### src/hdl/tcnap_pkg.sv
// Package for the tile constraint narrow and pick block.
// Holds the item structs, fixed sizes and small helper functions; no dependencies.
`default_nettype none

package tcnap_pkg;

    localparam int unsigned MAX_TILES  = 8;
    localparam int unsigned DIRECTIONS = 4;
    localparam int unsigned CFG_IDX_W  = 8;

    localparam logic       OP_NARROW = 1'b0;
    localparam logic       OP_PICK   = 1'b1;

    typedef logic [63:0] allow_t;
    typedef logic [7:0]  tile_mask_t;

    typedef struct packed {
        logic       operation;
        tile_mask_t cell_mask;
        logic [3:0] neighbor_present;
        tile_mask_t neighbor_mask0;
        tile_mask_t neighbor_mask1;
        tile_mask_t neighbor_mask2;
        tile_mask_t neighbor_mask3;
        logic [15:0] random_value;
    } in_item_t;

    typedef struct packed {
        tile_mask_t result_mask;
        logic       changed;
        logic       contradiction;
        logic [2:0] picked_tile;
    } out_item_t;

    // Tiles i that at least one tile j of the neighbour allows (bit j*8+i).
    function automatic tile_mask_t support_vec(input tile_mask_t nb, input allow_t tbl);
        tile_mask_t acc;
        acc = '0;
        for (int i = 0; i < 8; i++) begin
            for (int j = 0; j < 8; j++) begin
                acc[i] = acc[i] | (nb[j] & tbl[j*8 + i]);
            end
        end
        return acc;
    endfunction

    // Remainder of a small digit sum by a small constant: restoring
    // subtract of m shifted down from 16*m; valid while x < 32*m.
    function automatic logic [2:0] mod_fold(input logic [5:0] x, input logic [3:0] m);
        logic [9:0] v;
        logic [9:0] step;
        v = {4'd0, x};
        for (int k = 4; k >= 0; k--) begin
            step = 10'(m) << k;
            if (v >= step) begin
                v = v - step;
            end
        end
        return v[2:0];
    endfunction

endpackage

`default_nettype wire

### src/hdl/tile_constraint_narrow_and_pick.sv
// Takes one item per cycle while m_ready does not hold back the output.
// Three register stages (support/digit sums, narrow/remainder, select/output), each
// with its own valid bit; the first loads at the accepting edge. A stage refills as
// soon as it empties, so an item is taken while a finished result still waits on m_ready.
// Reset (aresetn low, synchronous) empties all stages and clears the allow tables.
// cfg_ready is always high; writes to indexes above 3 are dropped.
`default_nettype none

module tile_constraint_narrow_and_pick
    import tcnap_pkg::*;
#(
    parameter int unsigned TILE_COUNT = 8
) (
    input  wire logic                 aclk,
    input  wire logic                 aresetn,

    input  wire logic                 s_valid,
    output logic                      s_ready,
    input  wire in_item_t             s_data,

    output logic                      m_valid,
    input  wire logic                 m_ready,
    output out_item_t                 m_data,

    input  wire logic                 cfg_valid,
    output logic                      cfg_ready,
    input  wire logic [CFG_IDX_W-1:0] cfg_index,
    input  wire allow_t               cfg_data
);

    // Tiles at or above TILE_COUNT never take part.
    localparam logic [8:0] ALL_MASK_W = (9'd1 << TILE_COUNT) - 9'd1;
    localparam tile_mask_t ALL_MASK   = ALL_MASK_W[7:0];

    // ------------------------------------------------------------------
    // Allow tables
    // ------------------------------------------------------------------
    allow_t allow_reg [DIRECTIONS];

    assign cfg_ready = 1'b1;

    always_ff @(posedge aclk) begin
        if (!aresetn) begin
            for (int d = 0; d < DIRECTIONS; d++) begin
                allow_reg[d] <= '0;
            end
        end else if (cfg_valid && cfg_index < CFG_IDX_W'(DIRECTIONS)) begin
            allow_reg[cfg_index[1:0]] <= cfg_data;
        end
    end

    // ------------------------------------------------------------------
    // Stage handshake: a stage loads when empty or when it hands on
    // ------------------------------------------------------------------
    logic s1_valid_reg, s2_valid_reg, m_valid_reg;
    logic s1_load, s2_load, s3_load;

    assign s3_load = !m_valid_reg || m_ready;
    assign s2_load = !s2_valid_reg || s3_load;
    assign s1_load = !s1_valid_reg || s2_load;
    assign s_ready = s1_load;
    assign m_valid = m_valid_reg;

    always_ff @(posedge aclk) begin
        if (!aresetn) begin
            s1_valid_reg <= 1'b0;
            s2_valid_reg <= 1'b0;
            m_valid_reg  <= 1'b0;
        end else begin
            if (s1_load) s1_valid_reg <= s_valid;
            if (s2_load) s2_valid_reg <= s1_valid_reg;
            if (s3_load) m_valid_reg  <= s2_valid_reg;
        end
    end

    // ------------------------------------------------------------------
    // Stage 1: mask tiles, per-direction support, popcount, digit sums
    // ------------------------------------------------------------------
    tile_mask_t cell_in;
    tile_mask_t nb_in [DIRECTIONS];
    tile_mask_t sup_next [DIRECTIONS];
    logic [3:0] count_next;
    logic [4:0] sum3_next;   // base-4 digits: 4 = 1 mod 3
    logic [5:0] sum5_next;   // hex digits: 16 = 1 mod 5
    logic [5:0] sum7_next;   // octal digits: 8 = 1 mod 7

    always_comb begin
        cell_in  = s_data.cell_mask & ALL_MASK;
        nb_in[0] = s_data.neighbor_mask0 & ALL_MASK;
        nb_in[1] = s_data.neighbor_mask1 & ALL_MASK;
        nb_in[2] = s_data.neighbor_mask2 & ALL_MASK;
        nb_in[3] = s_data.neighbor_mask3 & ALL_MASK;
        // neighbour in direction d is checked against the opposite table
        for (int d = 0; d < DIRECTIONS; d++) begin
            sup_next[d] = support_vec(nb_in[d], allow_reg[(d + 2) % DIRECTIONS]);
        end
        count_next = '0;
        for (int i = 0; i < MAX_TILES; i++) begin
            count_next = count_next + 4'(cell_in[i]);
        end
        sum3_next = '0;
        for (int i = 0; i < 8; i++) begin
            sum3_next = sum3_next + 5'(s_data.random_value[2*i +: 2]);
        end
        sum5_next = '0;
        for (int i = 0; i < 4; i++) begin
            sum5_next = sum5_next + 6'(s_data.random_value[4*i +: 4]);
        end
        sum7_next = 6'(s_data.random_value[15]);
        for (int i = 0; i < 5; i++) begin
            sum7_next = sum7_next + 6'(s_data.random_value[3*i +: 3]);
        end
    end

    logic       s1_op_reg;
    tile_mask_t s1_cell_reg;
    logic [3:0] s1_present_reg;
    tile_mask_t s1_sup_reg [DIRECTIONS];
    logic [3:0] s1_count_reg;
    logic [4:0] s1_sum3_reg;
    logic [5:0] s1_sum5_reg;
    logic [5:0] s1_sum7_reg;
    logic [2:0] s1_rlow_reg;

    always_ff @(posedge aclk) begin
        if (s1_load) begin
            s1_op_reg      <= s_data.operation;
            s1_cell_reg    <= cell_in;
            s1_present_reg <= s_data.neighbor_present;
            for (int d = 0; d < DIRECTIONS; d++) begin
                s1_sup_reg[d] <= sup_next[d];
            end
            s1_count_reg   <= count_next;
            s1_sum3_reg    <= sum3_next;
            s1_sum5_reg    <= sum5_next;
            s1_sum7_reg    <= sum7_next;
            s1_rlow_reg    <= s_data.random_value[2:0];
        end
    end

    // ------------------------------------------------------------------
    // Stage 2: narrowed mask and random value modulo candidate count
    // ------------------------------------------------------------------
    tile_mask_t narrow_next;
    logic [2:0] r3, r5, r7, r6, k_next;

    always_comb begin
        narrow_next = s1_cell_reg;
        for (int d = 0; d < DIRECTIONS; d++) begin
            if (s1_present_reg[d]) begin
                narrow_next = narrow_next & s1_sup_reg[d];
            end
        end
        r3 = mod_fold({1'b0, s1_sum3_reg}, 4'd3);
        r5 = mod_fold(s1_sum5_reg, 4'd5);
        r7 = mod_fold(s1_sum7_reg, 4'd7);
        // mod 6 from mod 2 and mod 3
        r6 = (r3[0] == s1_rlow_reg[0]) ? r3 : r3 + 3'd3;
        unique case (s1_count_reg)
            4'd2:    k_next = {2'b00, s1_rlow_reg[0]};
            4'd3:    k_next = r3;
            4'd4:    k_next = {1'b0, s1_rlow_reg[1:0]};
            4'd5:    k_next = r5;
            4'd6:    k_next = r6;
            4'd7:    k_next = r7;
            4'd8:    k_next = s1_rlow_reg;
            default: k_next = 3'd0;   // one candidate, or empty
        endcase
    end

    logic       s2_op_reg;
    tile_mask_t s2_cell_reg;
    tile_mask_t s2_narrow_reg;
    logic [2:0] s2_k_reg;

    always_ff @(posedge aclk) begin
        if (s2_load) begin
            s2_op_reg     <= s1_op_reg;
            s2_cell_reg   <= s1_cell_reg;
            s2_narrow_reg <= narrow_next;
            s2_k_reg      <= k_next;
        end
    end

    // ------------------------------------------------------------------
    // Stage 3: pass the narrowed mask or choose the k-th candidate, form the result item
    // ------------------------------------------------------------------
    out_item_t  res_next;
    logic [3:0] seen;
    logic       found;

    always_comb begin
        res_next = '0;
        seen     = '0;
        found    = 1'b0;
        if (s2_op_reg == OP_NARROW) begin
            res_next.result_mask   = s2_narrow_reg;
            res_next.changed       = (s2_narrow_reg != s2_cell_reg);
            res_next.contradiction = (s2_narrow_reg == '0);
        end else begin
            res_next.contradiction = (s2_cell_reg == '0);
            for (int i = 0; i < MAX_TILES; i++) begin
                if (s2_cell_reg[i] && !found) begin
                    if (seen == {1'b0, s2_k_reg}) begin
                        found                = 1'b1;
                        res_next.picked_tile = 3'(i);
                        res_next.result_mask = tile_mask_t'(1) << i;
                    end
                    seen = seen + 4'd1;
                end
            end
        end
    end

    out_item_t m_data_reg;

    always_ff @(posedge aclk) begin
        if (s3_load) begin
            m_data_reg <= res_next;
        end
    end

    assign m_data = m_data_reg;

    // ------------------------------------------------------------------
    // Checks
    // ------------------------------------------------------------------
    a_contra_iff_empty: assert property (@(posedge aclk) disable iff (!aresetn)
        m_valid |-> (m_data.contradiction == (m_data.result_mask == '0)))
        else $error("contradiction flag disagrees with result mask");

    a_in_range: assert property (@(posedge aclk) disable iff (!aresetn)
        m_valid |-> ((m_data.result_mask & ~ALL_MASK) == '0))
        else $error("result holds a tile beyond the tile count");

    a_pick_onehot: assert property (@(posedge aclk) disable iff (!aresetn)
        m_valid && m_data.picked_tile != 3'd0
            |-> (m_data.result_mask == (tile_mask_t'(1) << m_data.picked_tile)))
        else $error("picked tile does not match result mask");

    a_taken: assert property (@(posedge aclk) disable iff (!aresetn)
        s_valid && s_ready |=> s1_valid_reg)
        else $error("accepted item missing from first stage");

endmodule

`default_nettype wire
### config.mk
export PLATFORM = sky130hd
export DESIGN_NAME = tile_constraint_narrow_and_pick
export DESIGN_NICKNAME = d
export VERILOG_FILES = /design/src/hdl/tcnap_pkg.sv /design/src/hdl/tile_constraint_narrow_and_pick.sv
export SDC_FILE = /design/constraint.sdc
export NUM_CORES = 1
export LEC_CHECK = 0
export ABC_CLOCK_PERIOD_IN_PS = 6200
export BUFFER_PORTS_ARGS = -buffer_cell sky130_fd_sc_hd__buf_2
export CELL_PAD_IN_SITES_DETAIL_PLACEMENT = 1
export CELL_PAD_IN_SITES_GLOBAL_PLACEMENT = 1
export CORE_MARGIN = 2
export CORE_UTILIZATION = 44
export DETAILED_ROUTE_END_ITERATION = 6
export PLACE_DENSITY = 0.75
export SYNTH_ARGS = -nofsm -noshare
export SYNTH_HDL_FRONTEND = slang
export SYNTH_SLANG_ARGS = --single-unit
### constraint.sdc
create_clock -name aclk -period 6.2 [get_ports aclk]
set_clock_uncertainty 0.05 [all_clocks]
set_input_delay 1.55 -clock aclk [delete_from_list [all_inputs] [get_ports aclk]]
set_output_delay 1.55 -clock aclk [all_outputs]
set_load 0.05 [all_outputs]
Word level (Yosys, flattened, before mapping)
Memories as Yosys holds them, arrays and structs flattened.
Cells that the tools add are included.
{"block": "totals", "romBits": 0, "latch_bits": 0, "mem_bits_rw": 288, "memories": 2, "ff_bits": 73}
{"name": "allow_reg", "words": 4, "word_bits": 64, "rd": 4, "rd_ports_with_merged_regs": 0, "write_ports": 4, "line_no": "tile_constraint_narrow_and_pick.sv:38", "source": "allow_t allow_reg [DIRECTIONS];"}
{"name": "s1_sup_reg", "words": 4, "word_bits": 8, "rd": 4, "rd_ports_with_merged_regs": 0, "write_ports": 4, "line_no": "tile_constraint_narrow_and_pick.sv:118", "source": "tile_mask_t s1_sup_reg [DIRECTIONS];"}
{"block": "classes", "n_bitwise": 484, "add_sub_neg": 41, "order_cmp": 13, "eq_ne": 16, "mul": 0, "div": 0, "mux": 100, "reduce_logical": 25, "shift": 0}
{"cell": "bitwise AND 1 bit", "n": 256}
{"cell": "bitwise OR 1 bit", "n": 224}
{"cell": "two-way mux 8 bit", "n": 22}
{"cell": "two-way mux 10 bit", "n": 9}
{"cell": "two-way mux 64 bit", "n": 1}
{"cell": "OR reduction 64 bit", "n": 1}
{"cell": "two-way mux 3 bit", "n": 19}
{"cell": "two-way mux 4 bit", "n": 13}
{"cell": "two-way mux 1 bit", "n": 34}
{"cell": "bitwise AND 8 bit", "n": 4}
{"cell": "greater-or-equal comparator 10 x 3 -> 1 bit, second input constant", "n": 3}
{"cell": "greater-or-equal comparator 10 x 4 -> 1 bit, second input constant", "n": 3}
{"cell": "subtractor 10 x 4 -> 10 bit, second input constant", "n": 3}
{"cell": "== test 4 x 3 -> 1 bit", "n": 7}
{"cell": "adder 4 x 1 -> 4 bit, second input constant", "n": 6}
{"cell": "one-hot mux 3 bit (7 select lines)", "n": 1}
{"cell": "adder 5 x 2 -> 5 bit", "n": 4}
{"cell": "greater-or-equal comparator 10 x 5 -> 1 bit, second input constant", "n": 2}
{"cell": "subtractor 10 x 5 -> 10 bit, second input constant", "n": 2}
{"cell": "adder 4 x 1 -> 4 bit", "n": 4}
{"cell": "== test 4 x 3 -> 1 bit, second input constant", "n": 4}
{"cell": "logical NOT 8 bit", "n": 2}
{"cell": "subtractor 6 x 6 -> 7 bit, second input constant", "n": 2}
{"cell": "adder 6 x 3 -> 6 bit", "n": 2}
{"cell": "other kinds (30)", "n": 51}

Depth between registers and ports, before layout
{"block": "depth", "ltp_word": 32, "depth_mapped": 27}

Worst setup path after synthesis
Ideal clock, no wire load.
{"block": "synth_path", "path_type": "register -> register", "startpoint": "register s2_k_reg[2]", "endpoint": "register m_data_reg (netlist bit m_data[1]), data pin", "path_stages_with_launch": 27, "setup_ps": 264, "required_time_ps": 5886, "arrival_ps": 5489, "setup_slack_ps": 398, "cell_sequence": "edfxtp_1 > clkbuf_1 > nor2_1 > nand3_1 > and2_1 > ha_1 > nor2b_1 > a21oi_1 > o31ai_2 > nor2_1 > inv_1 > ha_1 > a2111o_1 > o31a_1 > ha_1 > buf_1 > a32oi_1 > o22ai_1 > ha_1 > mux2_2 > ha_1 > xnor3_1 > o31a_1 > o311ai_1 > nand3_1 > nor3_1 > o41a_1"}
{"block": "synth_between", "elab_chain_len": 31, "elab_cells_between_ends": 74}
{"element": "start, declared", "line_no": "tile_constraint_narrow_and_pick.sv:174", "source": "logic [2:0] s2_k_reg;"}
{"element": "start signal, assigned", "line_no": "tile_constraint_narrow_and_pick.sv:181", "source": "s2_k_reg <= k_next;"}
{"element": "parallel branches: the longest is 30 deep, another holds adder 4 x 1 -> 4 bit"}
{"element": "two-way mux 3 bit (*)", "line_no": "tile_constraint_narrow_and_pick.sv:203", "source": "if (s2_cell_reg[i] && !found) begin"}
{"element": "end signal, assigned", "line_no": "tile_constraint_narrow_and_pick.sv:219", "source": "m_data_reg <= res_next;"}
{"element": "end, declared", "line_no": "tile_constraint_narrow_and_pick.sv:215", "source": "out_item_t m_data_reg;"}
Mark *: on every way between the ends. The select of a mux whose other input is x is not followed.
A chain may end at the register's enable or synchronous reset.

Final worst setup path
{"block": "layout_path", "startpoint": "register s2_k_reg[1]", "endpoint": "register m_data_reg (netlist bit m_data[1]), data pin"}
The elaborated chain is that of the path after synthesis.

==> flow_summary.json <==
{
  "cap_violations": 0,
  "hpwl_microns": 39100,
  "fin_crit_sh": 0.944,
  "synth-main-ff-cell": "edfxtp_1",
  "cts.htree.levels": 2,
  "worstPathRequired_ns": 6.44,
  "dpl_cell_area_sq_um": 19800,
  "grt_max_degree": 72,
  "grt_first_pass_wirelength_microns": 81600,
  "port_buffers": 152,
  "worst_pin_slew_ns": 0.873,
  "slew_violations": 0,
  "synthToLayoutAreaGrowth_pct": 13.8,
  "drc": 0,
  "hold_viol": 0,
  "worst_setup_path_start_kind": "register",
  "p_clk_frac": 0.275,
  "swShare": 0.350,
  "num-fill-cells": 4272,
  "die_w_microns": 209,
  "power.internal_mw": 5.40,
  "worst_setup_path_end_kind": "register",
  "antenna_cells": 0,
  "grt_use_total": 0.248,
  "netlist_area_sq_um": 18500,
  "switching_power_mw": 2.91,
  "syn_area_per_cell_sq_um": 12.7,
  "max-vdd-ir-drop_uv": 216,
  "synth_warnings": 0,
  "cts_tree": "yes",
  "grt_setup_unrepaired": "no",
  "antenna_found_initial": 2,
  "fin_tns_setup_ns": 0,
  "vias": 12823,
  "crit_type": "register to register",
  "synth_cell_types": 90,
  "nets": 1806,
  "postSynthCellCount": 1462,
  "initial_utilization": 0.444,
  "num_rows": 75,
  "wl_per_cell_microns": 25.0,
  "cp_max_fo": 9,
  "die_h_microns": 209,
  "fin_crit_ns": 5.85,
  "die-area_sq_um": 43800,
  "power_per_cell_area_nw_per_um2": 394,
  "worst_r2r_path_depth": 24,
  "viasPerCell": 5.93,
  "clock_path_buffers": 3,
  "hold_buffers": 0,
  "core_area_sq_um": 41800,
  "ys_seq_elements": 361,
  "clkTransAtPathRegs_ns": 0.07,
  "clock-sinks": 361,
  "async_flop_share": 0,
  "io_pins": 154,
  "drt_iter0_drc": 918,
  "p_leak_nw": 8.14,
  "postLayoutCellArea_sq_um": 21100,
  "synth_top_cell_area_share": 0.580,
  "largest_reg_flops": 256,
  "hp-class": "register to register",
  "grt_pass1_vias": 13517,
  "synth_seq_area_share": 0.583,
  "overflow": 0,
  "dr.pass1.iters": 5,
  "yosysTopAreaCell": "edfxtp_1",
  "status": "finished clean",
  "fmax_ghz": 0.171,
  "worstHoldPathCells": 0,
  "synth.area.top_cells": "edfxtp_1 58%, and2_1 6.8%, a22oi_1 5.3%",
  "cts-resized-gates": 0,
  "routed_wl_microns": 54000,
  "p_seq_frac": 0.370,
  "relSlewSlack": 0.417,
  "holdWs_ns": 0.382,
  "postRouteAntennaNets": 0,
  "finalSetupViolCount": 0,
  "place.gp.congestion": 0.863,
  "cts_setup_buffers": 0,
  "cts_buffers": 40,
  "layout-drive-gt1-share": 0.169,
  "root_buffer": "clkbuf_16",
  "finish.utilization": 0.505,
  "crit_arrival_ns": 6.09,
  "insertion_delay_ns": 0.55,
  "synth_edf_count": 358,
  "combinationalPowerShare": 0.355
}
-- cell families after synthesis --
logic type,after synthesis,synth area share
XOR/XNOR,47,0.0252
other,1,0.000202
buffers and inverters,161,0.0338
multiplexers,23,0.0129
AO/OA/AOI/OAI,298,0.123
adder cells (fa/ha/maj),75,0.0636
AND/OR/NAND/NOR,496,0.158
flip-flops,361,0.583
-- critical path: stages, from the launching register on --
cell	delay, ns
edfxtp_1	0.39
nor2_1	0.17
nand3_1	0.11
and2_1	0.20
ha_1	0.26
nor2b_1	0.19
a21oi_1	0.21
o31ai_2	0.15
nor2_2	0.16
inv_1	0.10
ha_1	0.29
a2111o_1	0.28
o31a_1	0.16
ha_1	0.48
a32oi_1	0.15
o22ai_1	0.22
ha_1	0.29
mux2_2	0.27
ha_1	0.18
xnor3_1	0.42
o31a_1	0.14
o311ai_1	0.12
nand3_1	0.14
nor3_1	0.07
o41a_1	0.40
-- final cells by class --
class | count | area (sq um) | share of cell area
multi-input combinational | 942 | 7150 | 0.339
sequential | 361 | 10800 | 0.513
clock inverter | 24 | 216 | 0.0103
tap | 539 | 674 | 0.0320
inverter | 75 | 282 | 0.0134
clock buffer | 48 | 1030 | 0.0489
timing repair buffer | 173 | 918 | 0.0436
-- per-stage QoR --
step           setup slack (ns)  total power [mW]  instances
6_report                  0.347              8.31       2162
5_1_grt                  0.0305              8.76       2162
4_1_cts                   0.292              8.36       2162
3_5_place_dp              0.339              6.05       2090
3_3_place_gp              0.483              5.93       2090
2_1_floorplan             0.398              5.26       1464
-- path summary, 6_finish.rpt --
| path | startpoint | endpoint | slack, ns |
|---|---|---|---|
| hold / removal | s1_op_reg$_DFFE_PP_ | s2_op_reg$_DFFE_PP_ | 0.38 |
| setup / recovery | s2_k_reg[1]$_DFFE_PP_ | m_data[1]$_SDFFCE_PN0P_ | 0.35 |
| setup reg to reg | s2_k_reg[1]$_DFFE_PP_ | m_data[1]$_SDFFCE_PN0P_ | 0.35 |
| hold reg to reg | s1_op_reg$_DFFE_PP_ | s2_op_reg$_DFFE_PP_ | 0.38 |
-- power by group through the flow --
stage               clock [mW]  combinational, mW  sequential (mW)
floorplan                    0               2.12             3.14
global placement             0               2.82             3.11
detailed placement           0               2.93             3.13
CTS                       2.33               2.95             3.08
global route              2.40               3.26             3.10
finish                    2.29               2.95             3.08
-- placed cells by master, fill, tap and decap left out, drive strengths merged, types with 20 or more instances in the layout --
cell type / n
nor2: 36
xnor2: 24
nand4: 43
o21ai: 28
inv: 77
a22oi: 130
fa: 32
ha: 43
edfxtp: 358
nand3: 26
buf: 173
clkbuf: 48
nand2: 33
and3: 69
a21oi: 25
xor2: 20
and2: 201
-- synthesized netlist by cell type (4+ instances only) --
library cell,count
a21o_1,8
a21oi_1,25
a22oi_1,130
a311oi_1,4
a31oi_1,9
and2_1,201
and3_1,69
buf_1,6
clkbuf_1,74
edfxtp_1,358
fa_1,32
ha_1,43
inv_1,75
mux2_2,6
mux2i_1,16
nand2_1,33
nand2b_1,14
nand3_1,26
nand3b_1,6
nand4_1,43
nor2_1,35
nor2b_1,19
nor3_1,19
nor4_1,7
o211ai_1,8
o21a_1,4
o21ai_0,25
o22ai_1,11
o2bb2ai_1,4
o31a_1,6
o31ai_1,4
or2_2,4
xnor2_1,23
xor2_1,19
-- per-layer routing --
| metal | track usage | vias to the layer above | wire [microns] |
|---|---|---|---|
| met5 | 0 | - | 0 |
| met4 | 0.0663 | 0 | 1280 |
| met3 | 0.0284 | 84 | 3390 |
| met2 | 0.442 | 444 | 27600 |
| met1 | 0.322 | 6516 | 21700 |
| li1 | - | 5779 | - |
(Power assumes the default switching activity.)
